File: src/sv/tnt_pkg.sv
// Shared types, codes and constants of the task notification table.
package tnt_pkg;

  localparam int unsigned TasksDef = 16;
  localparam int unsigned TaskIdW  = 4;
  localparam int unsigned ValueW   = 32;
  localparam int unsigned InDataW  = 104;
  localparam int unsigned OutDataW = 40;

  localparam logic [ValueW-1:0] ValueMax = '1;

  typedef enum logic [1:0] {
    CMD_NOTIFY = 2'd0,
    CMD_WAIT   = 2'd1,
    CMD_RESUME = 2'd2,
    CMD_TAKE   = 2'd3
  } cmd_e;

  typedef enum logic [1:0] {
    ACT_SET_BITS  = 2'd0,
    ACT_OVERWRITE = 2'd1,
    ACT_NO_OVERWR = 2'd2,
    ACT_INCREMENT = 2'd3
  } action_e;

  typedef enum logic [1:0] {
    ST_DONE    = 2'd0,
    ST_ERROR   = 2'd1,
    ST_BLOCKED = 2'd2
  } status_e;

  typedef enum logic [1:0] {
    MODE_NONE  = 2'd0,
    MODE_VALUE = 2'd1,
    MODE_TAKE  = 2'd2
  } mode_e;

  // One slot of the table.
  typedef struct packed {
    logic [ValueW-1:0] value;
    logic              pending;
    mode_e             mode;
  } entry_t;

  // One decoded request.
  typedef struct packed {
    cmd_e               cmd;
    logic [TaskIdW-1:0] task_id;
    logic               task_alive;
    logic [ValueW-1:0]  notify_data;
    action_e            action;
    logic [ValueW-1:0]  entry_clear_mask;
    logic [ValueW-1:0]  exit_clear_mask;
    logic               take_clear_all;
  } req_t;

  // One result.
  typedef struct packed {
    status_e           status;
    logic [ValueW-1:0] observed;
    logic              wake;
  } res_t;

endpackage

File: src/sv/tnt_state_mem.sv
// Slot memory with per-slot valid bits and a registered, write-forwarded read.
module tnt_state_mem #(
  parameter int unsigned Tasks = tnt_pkg::TasksDef,
  parameter int unsigned IdxW  = (Tasks > 1) ? $clog2(Tasks) : 1
) (
  input  logic            clk_i,
  input  logic            rst_ni,
  input  logic            rd_en_i,
  input  logic [IdxW-1:0] rd_addr_i,
  input  logic            wr_en_i,
  input  logic [IdxW-1:0] wr_addr_i,
  input  tnt_pkg::entry_t wr_data_i,
  output tnt_pkg::entry_t rd_data_o
);
  import tnt_pkg::*;

  entry_t             mem [Tasks];
  logic [Tasks-1:0]   slot_vld_q;
  entry_t             rd_data_q;
  logic               rd_vld_q;
  logic               fwd;

  // A read in the same cycle as a write to that slot must see the new contents.
  assign fwd = wr_en_i && (wr_addr_i == rd_addr_i);

  always_ff @(posedge clk_i) begin
    if (wr_en_i) begin
      mem[wr_addr_i] <= wr_data_i;
    end
    if (rd_en_i) begin
      rd_data_q <= fwd ? wr_data_i : mem[rd_addr_i];
    end
  end

  always_ff @(posedge clk_i or negedge rst_ni) begin
    if (!rst_ni) begin
      slot_vld_q <= '0;
      rd_vld_q   <= 1'b0;
    end else begin
      if (wr_en_i) begin
        slot_vld_q[wr_addr_i] <= 1'b1;
      end
      if (rd_en_i) begin
        rd_vld_q <= fwd || slot_vld_q[rd_addr_i];
      end
    end
  end

  // A slot never written since reset reads as all zero.
  assign rd_data_o = rd_vld_q ? rd_data_q : '0;

endmodule

File: src/sv/tnt_cmd_logic.sv
// Command evaluation: new slot contents and result for one request.
module tnt_cmd_logic (
  input  tnt_pkg::req_t   req_i,
  input  logic            in_range_i,
  input  tnt_pkg::entry_t entry_i,
  output tnt_pkg::entry_t entry_o,
  output tnt_pkg::res_t   res_o,
  output logic            write_o
);
  import tnt_pkg::*;

  logic              blocked;
  logic [ValueW-1:0] entry_cleared;
  logic [ValueW-1:0] notified;
  logic [ValueW-1:0] taken;
  logic              release_w;

  assign blocked       = (entry_i.mode != MODE_NONE);
  assign entry_cleared = entry_i.value & ~req_i.entry_clear_mask;
  assign taken         = req_i.take_clear_all ? '0 : (entry_i.value - ValueW'(1));

  always_comb begin
    case (req_i.action)
      ACT_SET_BITS:  notified = entry_i.value | req_i.notify_data;
      ACT_INCREMENT: notified = (entry_i.value == ValueMax) ? entry_i.value
                                                            : entry_i.value + ValueW'(1);
      default:       notified = req_i.notify_data;
    endcase
  end

  assign release_w = (entry_i.mode == MODE_VALUE) ||
                     ((entry_i.mode == MODE_TAKE) && (notified != '0));

  always_comb begin
    entry_o        = entry_i;
    res_o.status   = ST_ERROR;
    res_o.observed = '0;
    res_o.wake     = 1'b0;
    write_o        = 1'b0;
    if (in_range_i && req_i.task_alive) begin
      write_o = 1'b1;
      unique case (req_i.cmd)
        CMD_NOTIFY: begin
          if (!((req_i.action == ACT_NO_OVERWR) && entry_i.pending)) begin
            entry_o.value   = notified;
            entry_o.pending = 1'b1;
            res_o.status    = ST_DONE;
            if (release_w) begin
              entry_o.mode = MODE_NONE;
              res_o.wake   = 1'b1;
            end
          end
        end
        CMD_WAIT: begin
          if (!blocked) begin
            if (!entry_i.pending) begin
              entry_o.value = entry_cleared;
              entry_o.mode  = MODE_VALUE;
              res_o.status  = ST_BLOCKED;
            end else begin
              entry_o.value   = entry_cleared & ~req_i.exit_clear_mask;
              entry_o.pending = 1'b0;
              res_o.status    = ST_DONE;
              res_o.observed  = entry_cleared;
            end
          end
        end
        CMD_RESUME: begin
          if (entry_i.pending && !blocked) begin
            entry_o.value   = entry_i.value & ~req_i.exit_clear_mask;
            entry_o.pending = 1'b0;
            res_o.status    = ST_DONE;
            res_o.observed  = entry_i.value;
          end
        end
        CMD_TAKE: begin
          if (!blocked) begin
            if (entry_i.value != '0) begin
              entry_o.value   = taken;
              entry_o.pending = (taken != '0);
              res_o.status    = ST_DONE;
              res_o.observed  = entry_i.value;
            end else begin
              entry_o.mode = MODE_TAKE;
              res_o.status = ST_BLOCKED;
            end
          end
        end
        default: begin
          write_o = 1'b0;
        end
      endcase
    end
  end

endmodule

File: src/sv/task_notification_table_unit.sv
// Top level of the task notification table: request and result registers.
//
//  Channel  Direction  tuser          tdata
//  s_axis   in         cmd            task_id .. take_clear_all (104 bits)
//  m_axis   out        status         observed, wake (40 bits)
//
// One request per cycle sustained while results are taken; a request is held in
// the request register and its result is registered in the result register,
// from which it can be taken. The slot read happens as the request enters the
// request register and the slot write as the result enters the result register.
// Reset clears the per-slot valid bits at once; no clearing pass is needed.
// While the result register is full and not taken, the request register holds
// and s_axis_tready falls once it is full too.
module task_notification_table_unit #(
  parameter int unsigned Tasks = tnt_pkg::TasksDef
) (
  input  logic                         clk_i,
  input  logic                         rst_ni,
  input  logic                         s_axis_tvalid,
  output logic                         s_axis_tready,
  // [1:0] cmd
  input  logic [1:0]                   s_axis_tuser,
  // [3:0] task_id, [4] task_alive, [36:5] notify_data, [38:37] action,
  // [70:39] entry_clear_mask, [102:71] exit_clear_mask, [103] take_clear_all
  input  logic [tnt_pkg::InDataW-1:0]  s_axis_tdata,
  output logic                         m_axis_tvalid,
  input  logic                         m_axis_tready,
  // [1:0] status
  output logic [1:0]                   m_axis_tuser,
  // [31:0] observed, [32] wake, [39:33] zero
  output logic [tnt_pkg::OutDataW-1:0] m_axis_tdata
);
  import tnt_pkg::*;

  localparam int unsigned IdxW = (Tasks > 1) ? $clog2(Tasks) : 1;
  localparam int unsigned ExtW = IdxW + TaskIdW;

  req_t            req_in;
  req_t            req_q;
  logic            req_vld_q;
  res_t            res_d;
  res_t            res_q;
  logic            res_vld_q;
  logic            advance;
  logic            accept;
  logic [ExtW-1:0] in_ext;
  logic [ExtW-1:0] q_ext;
  logic            in_range_in;
  logic            in_range_q;
  logic [IdxW-1:0] rd_addr;
  logic [IdxW-1:0] wr_addr;
  logic            write_req;
  entry_t          entry_rd;
  entry_t          entry_wr;

  assign req_in.cmd              = cmd_e'(s_axis_tuser);
  assign req_in.task_id          = s_axis_tdata[3:0];
  assign req_in.task_alive       = s_axis_tdata[4];
  assign req_in.notify_data      = s_axis_tdata[36:5];
  assign req_in.action           = action_e'(s_axis_tdata[38:37]);
  assign req_in.entry_clear_mask = s_axis_tdata[70:39];
  assign req_in.exit_clear_mask  = s_axis_tdata[102:71];
  assign req_in.take_clear_all   = s_axis_tdata[103];

  assign advance       = req_vld_q && (!res_vld_q || m_axis_tready);
  assign s_axis_tready = !req_vld_q || advance;
  assign accept        = s_axis_tvalid && s_axis_tready;

  // Slot indexes; an out-of-range id reads slot zero and never writes.
  assign in_ext      = ExtW'(req_in.task_id);
  assign in_range_in = (in_ext < ExtW'(Tasks));
  assign rd_addr     = in_range_in ? in_ext[IdxW-1:0] : '0;
  assign q_ext       = ExtW'(req_q.task_id);
  assign in_range_q  = (q_ext < ExtW'(Tasks));
  assign wr_addr     = q_ext[IdxW-1:0];

  tnt_state_mem #(
    .Tasks (Tasks),
    .IdxW  (IdxW)
  ) u_mem (
    .clk_i     (clk_i),
    .rst_ni    (rst_ni),
    .rd_en_i   (accept),
    .rd_addr_i (rd_addr),
    .wr_en_i   (advance && write_req),
    .wr_addr_i (wr_addr),
    .wr_data_i (entry_wr),
    .rd_data_o (entry_rd)
  );

  tnt_cmd_logic u_cmd (
    .req_i      (req_q),
    .in_range_i (in_range_q),
    .entry_i    (entry_rd),
    .entry_o    (entry_wr),
    .res_o      (res_d),
    .write_o    (write_req)
  );

  always_ff @(posedge clk_i or negedge rst_ni) begin
    if (!rst_ni) begin
      req_vld_q <= 1'b0;
      res_vld_q <= 1'b0;
    end else begin
      if (s_axis_tready) begin
        req_vld_q <= s_axis_tvalid;
      end
      if (advance) begin
        res_vld_q <= 1'b1;
      end else if (m_axis_tready) begin
        res_vld_q <= 1'b0;
      end
    end
  end

  always_ff @(posedge clk_i) begin
    if (accept) begin
      req_q <= req_in;
    end
    if (advance) begin
      res_q <= res_d;
    end
  end

  assign m_axis_tvalid = res_vld_q;
  assign m_axis_tuser  = res_q.status;
  assign m_axis_tdata  = {(OutDataW - ValueW - 1)'(0), res_q.wake, res_q.observed};

  // A wake is only ever reported by a notify that completed.
  a_wake_done : assert property (@(posedge clk_i) disable iff (!rst_ni)
    (m_axis_tvalid && res_q.wake) |-> (res_q.status == ST_DONE))
    else $error("wake raised on a result that is not done");

  // Errors and newly blocked callers see no value.
  a_quiet_result : assert property (@(posedge clk_i) disable iff (!rst_ni)
    (m_axis_tvalid && (res_q.status == ST_ERROR || res_q.status == ST_BLOCKED))
      |-> (res_q.observed == '0 && !res_q.wake))
    else $error("error or blocked result carries data");

  // Backpressure on the input only arises from a full pipeline.
  a_ready_stall : assert property (@(posedge clk_i) disable iff (!rst_ni)
    !s_axis_tready |-> (req_vld_q && res_vld_q && !m_axis_tready))
    else $error("input stalled while the pipeline can move");

  // A stalled result stays in place until taken.
  a_result_hold : assert property (@(posedge clk_i) disable iff (!rst_ni)
    (m_axis_tvalid && !m_axis_tready) |=> (m_axis_tvalid && $stable(res_q)))
    else $error("pending result changed before it was taken");

endmodule
File: config.mk
export PLATFORM = sky130hd
export DESIGN_NAME = task_notification_table_unit
export DESIGN_NICKNAME = d
export VERILOG_FILES = /design/src/sv/tnt_pkg.sv /design/src/sv/tnt_state_mem.sv /design/src/sv/tnt_cmd_logic.sv /design/src/sv/task_notification_table_unit.sv
export SDC_FILE = /design/constraint.sdc
export NUM_CORES = 1
export LEC_CHECK = 0
export BUFFER_PORTS_ARGS = -buffer_cell sky130_fd_sc_hd__buf_2
export CORE_ASPECT_RATIO = 1.1
export CORE_UTILIZATION = 45
export DETAILED_ROUTE_END_ITERATION = 8
export PLACE_DENSITY = 0.6
export SLEW_MARGIN = 5
export SYNTH_ARGS = -nofsm -noshare
export SYNTH_HDL_FRONTEND = slang
export SYNTH_SLANG_ARGS = --single-unit
File: constraint.sdc
create_clock -name clk_i -period 6.41 [get_ports clk_i]
set_clock_uncertainty 0.15 [all_clocks]
set_input_delay 1.282 -clock clk_i [delete_from_list [all_inputs] [get_ports clk_i]]
set_output_delay 1.282 -clock clk_i [all_outputs]
set_load 0.1 [all_outputs]
==> metrics.md <==
| Metric | Value |
|---|---|
| Via density | `6.44` |
| Nets | `2409` |
| LEAKAGE | `12.7 nW` |
| Synthesized area | `33600 µm²` |
| Post-Route Utilization | `52.3%` |
| Clock buffer count from CTS | `79` |
| Final Hold Fails | `0` |
| DR vias | `21340` |
| Post-Synthesis Cells | `2113` |
| End of the critical path | `u_mem.mem[8][1]` |
| Wirelength per Cell | `about 34 µm` |
| Final critical-path setup slack | `roughly 1.2 ns` |
| Die span in y | `289 µm` |
| Post-CTS setup buffers | `0` |
| TritonRoute pass-1 iters | `6` |
| Vias in the first global route | `21244` |
| Clock latency at the later pin of the worst-skew pair | `roughly 0.64 ns` |
| Max_cap viols | `0` |
| Initial antenna violation count | `5` |
| Num rows | `104` |
| TritonCTS clock tree | `done` |
| Crit path DAT | `5.38 ns` |
| Status | `completed` |
| Post-layout instance area | `38400 µm²` |
| Die width | `262 µm` |
| Final GP Congestion | `roughly 1.1` |
| DRC | `0` |
| Final wirelength | `113000 µm` |
| Initial Util | `45.7%` |
| Share of cells above drive strength 1 | `~28%` |
| Total GRT Usage | `30.0%` |
| Hold slack | `0.312 ns` |
| Critical Path Source Type | `flip-flop` |
| Fmax | `roughly 190 MHz` |
| Setup CP Type | `flip-flop to flip-flop` |
| H-tree depth reported by CTS | `3` |
| Placed instance count | `3167` |
| Post-CTS resize count | `0` |
| Ys flop type | `edfxtp_1` |
| Worst-path clk slew | `0.06 ns` |
| Tcrit/Tclk final | `80.7%` |
| Max-slew headroom | `4.22%` |
| Grt ovf | `0` |
| Critical Path Fanout Max | `81` |
| Hold buffers post-CTS | `0` |
| Cell Area, Placed | `35800 µm²` |
| Reg2Reg Depth | `12` |
| CP Launch Point | `u_mem.rd_vld_q` |
| Worst reg2reg endpoint | `u_mem.mem[8][1]` |
| Core footprint | `73500 µm²` |
| Port-buffer cells | `approximately 150` |
| Syn. warnings | `0` |
| Crit path capture type | `flip-flop` |
| Power Dens Cells | `329 nW/µm²` |
| Syn avg cell area | `roughly 16 µm²` |
| Final slew viol count | `0` |
| Clock sinks | `755` |
| R2R setup slack | `1.24 ns` |
| Hold WC Path Type | `flip-flop to flip-flop` |
| Synth Register Bits | `roughly 760` |
| Post-synthesis async set-or-reset flop share | `approximately 2.5%` |
| Largest net degree at the start of global routing | `87` |
| Final TNS setup | `0 ns` |
| Req. time, crit path | `6.61 ns` |
| Post-Place Worst Slack | `between 1.5 and 2 ns` |
| Max clock buf depth | `3` |
| Starting DRT DRC Count | `approximately 2500` |
| Total power | `12.6 mW` |
| First-pass GRT wire length | `roughly 160000 µm` |
| EDFF count, synth | `736` |
| Setup violators final | `0` |
| Max VDD drop | `0.273 mV` |
| Actual slew at the worst max-slew pin | `~1.4 ns` |
| Number of standard cells in the layout, taps in and fillers out | `3315` |
| Ports | `154` |
| Post-route ant nets | `0` |
| Clock root buffer | `clkbuf_16` |
| Sequential area share after synthesis | `67.2%` |
| RSZ-0062 raised after global routing | `no` |
| Synth unique cells | `100` |
| Minimum clock period | `5.17 ns` |
| Die footprint | `75700 µm²` |
| Hpwl dp | `75300 µm` |
| P&R area growth vs syn | `14.4%` |
| Reg-to-Reg Start | `u_mem.rd_vld_q` |
==> layout by cell type (no fill, tap or decap), types with 9 or more instances in the layout <==
cell | netlist | layout
dfrtp_1 | 19 | 18
o21a_1 | 21 | 21
o21ai_1 | 10 | 9
nor2_1 | 103 | 88
o31ai_1 | 13 | 13
or2_2 | 22 | 22
o21ai_0 | 122 | 121
or3_1 | 9 | 9
a31oi_1 | 20 | 19
o2111ai_1 | 12 | 12
and2_1 | 29 | 30
clkbuf_1 | 96 | 22
edfxtp_1 | 736 | 736
mux4_2 | 180 | 180
nand4_1 | 19 | 19
clkbuf_16 | 0 | 82
buf_2 | 20 | 143
clkinv_2 | 0 | 9
nand2_1 | 151 | 151
buf_4 | 12 | 98
nor2_4 | 1 | 14
nand3_1 | 42 | 42
nor3_1 | 33 | 29
clkinv_1 | 1 | 15
and3_1 | 30 | 30
mux2_2 | 33 | 33
xnor2_1 | 16 | 16
o22ai_1 | 13 | 13
o211ai_1 | 12 | 12
nand2b_1 | 13 | 13
a211oi_1 | 21 | 21
a21oi_1 | 92 | 92
==> per-layer routing <==
layer,track usage (%),wire length (µm)
met1,38.6,44200
met2,49.9,55000
met3,4.45,7400
met4,15.8,6280
met5,0,13
==> worst max-delay path: stages, from the launching register on <==
cell	delay, ns
dfrtp_4	0.63
buf_12	0.37
nand3_1	0.23
nor4_2	0.40
nand3_1	0.59
o211a_1	0.45
a211oi_1	1.14
nor4_1	0.09
nand3b_1	0.19
o41ai_2	0.09
nand3_1	0.17
nor2_1	0.08
buf_4	0.20
==> flip-flops by register name, summed over array words and instances (netlist names) <==
signal            cells
m_axis_tdata         33
m_axis_tuser          2
m_axis_tvalid         1
req_q               102
req_vld_q             1
u_mem.mem           560
u_mem.rd_data_q      35
u_mem.rd_vld_q        1
u_mem.slot_vld_q     16
wr_addr               4
==> final cells by class <==
class,count,area (µm²)
inverter,10,42.5
multi-input combinational,1202,10400
tap,954,1190
clock inverter,35,425
fill,6069,35100
sequential,755,22600
timing repair buffer,246,1540
clock buffer,108,2190
antenna,5,12.5
==> report_power, final <==
group	internal, mW	switching [mW]	total, mW	leakage, nW
registers	5.75	0.150	5.90	7.05
logic	0.616	1.52	2.14	4.37
clock network	2.72	1.89	4.61	1.27
==> how the worst min path moves through the flow <==
stage	slack, ns	endpoint	depth (start not counted)	startpoint
after floorplan	0.28	u_mem.slot_vld_q[10]	1	u_mem.slot_vld_q[10]
after global placement	0.30	u_mem.slot_vld_q[14]	1	u_mem.slot_vld_q[14]
after detailed placement	0.30	u_mem.slot_vld_q[5]	1	u_mem.slot_vld_q[5]
after CTS	0.31	u_mem.slot_vld_q[5]	1	u_mem.slot_vld_q[5]
after global routing	0.32	u_mem.slot_vld_q[5]	1	u_mem.slot_vld_q[5]
final	0.31	u_mem.slot_vld_q[5]	1	u_mem.slot_vld_q[5]
==> Yosys cell counts (7+ instances only) <==
cell / instances / area [µm²]
edfxtp_1: 736 / 22100
mux4_2: 180 / 4050
nand2_1: 151 / 567
o21ai_0: 122 / 611
nor2_1: 103 / 387
clkbuf_1: 96 / 360
a21oi_1: 92 / 460
nand3_1: 42 / 210
mux2_2: 33 / 372
nor3_1: 33 / 165
and3_1: 30 / 188
and2_1: 29 / 181
or2_2: 22 / 138
a211oi_1: 21 / 158
o21a_1: 21 / 158
a31oi_1: 20 / 125
buf_2: 20 / 100
dfrtp_1: 19 / 475
nand4_1: 19 / 119
xnor2_1: 16 / 140
buf_1: 14 / 52.6
nand2b_1: 13 / 81.3
o22ai_1: 13 / 81.3
o31ai_1: 13 / 97.6
buf_4: 12 / 90.1
o2111ai_1: 12 / 105
o211ai_1: 12 / 90.1
o21ai_1: 10 / 50.1
inv_1: 9 / 33.8
or3_1: 9 / 56.3
a21o_1: 8 / 60.1
a221oi_1: 8 / 70.1
a22oi_1: 8 / 60.1
buf_6: 8 / 90.1
nor4_1: 8 / 50.1
nor2b_1: 7 / 43.8
==> cell families after synthesis <==
kind of cell             after synthesis  share of synthesized area, %
flip-flops                           755                          67.2
adder cells (fa/ha/maj)                5                         0.186
AND/OR/NAND/NOR                      519                          7.93
XOR/XNOR                              18                         0.469
AO/OA/AOI/OAI                        439                          8.76
multiplexers                         214                          13.2
other                                  1                        0.0112
buffers and inverters                162                          2.21
No activity file was read; power rests on OpenSTA's default activity.
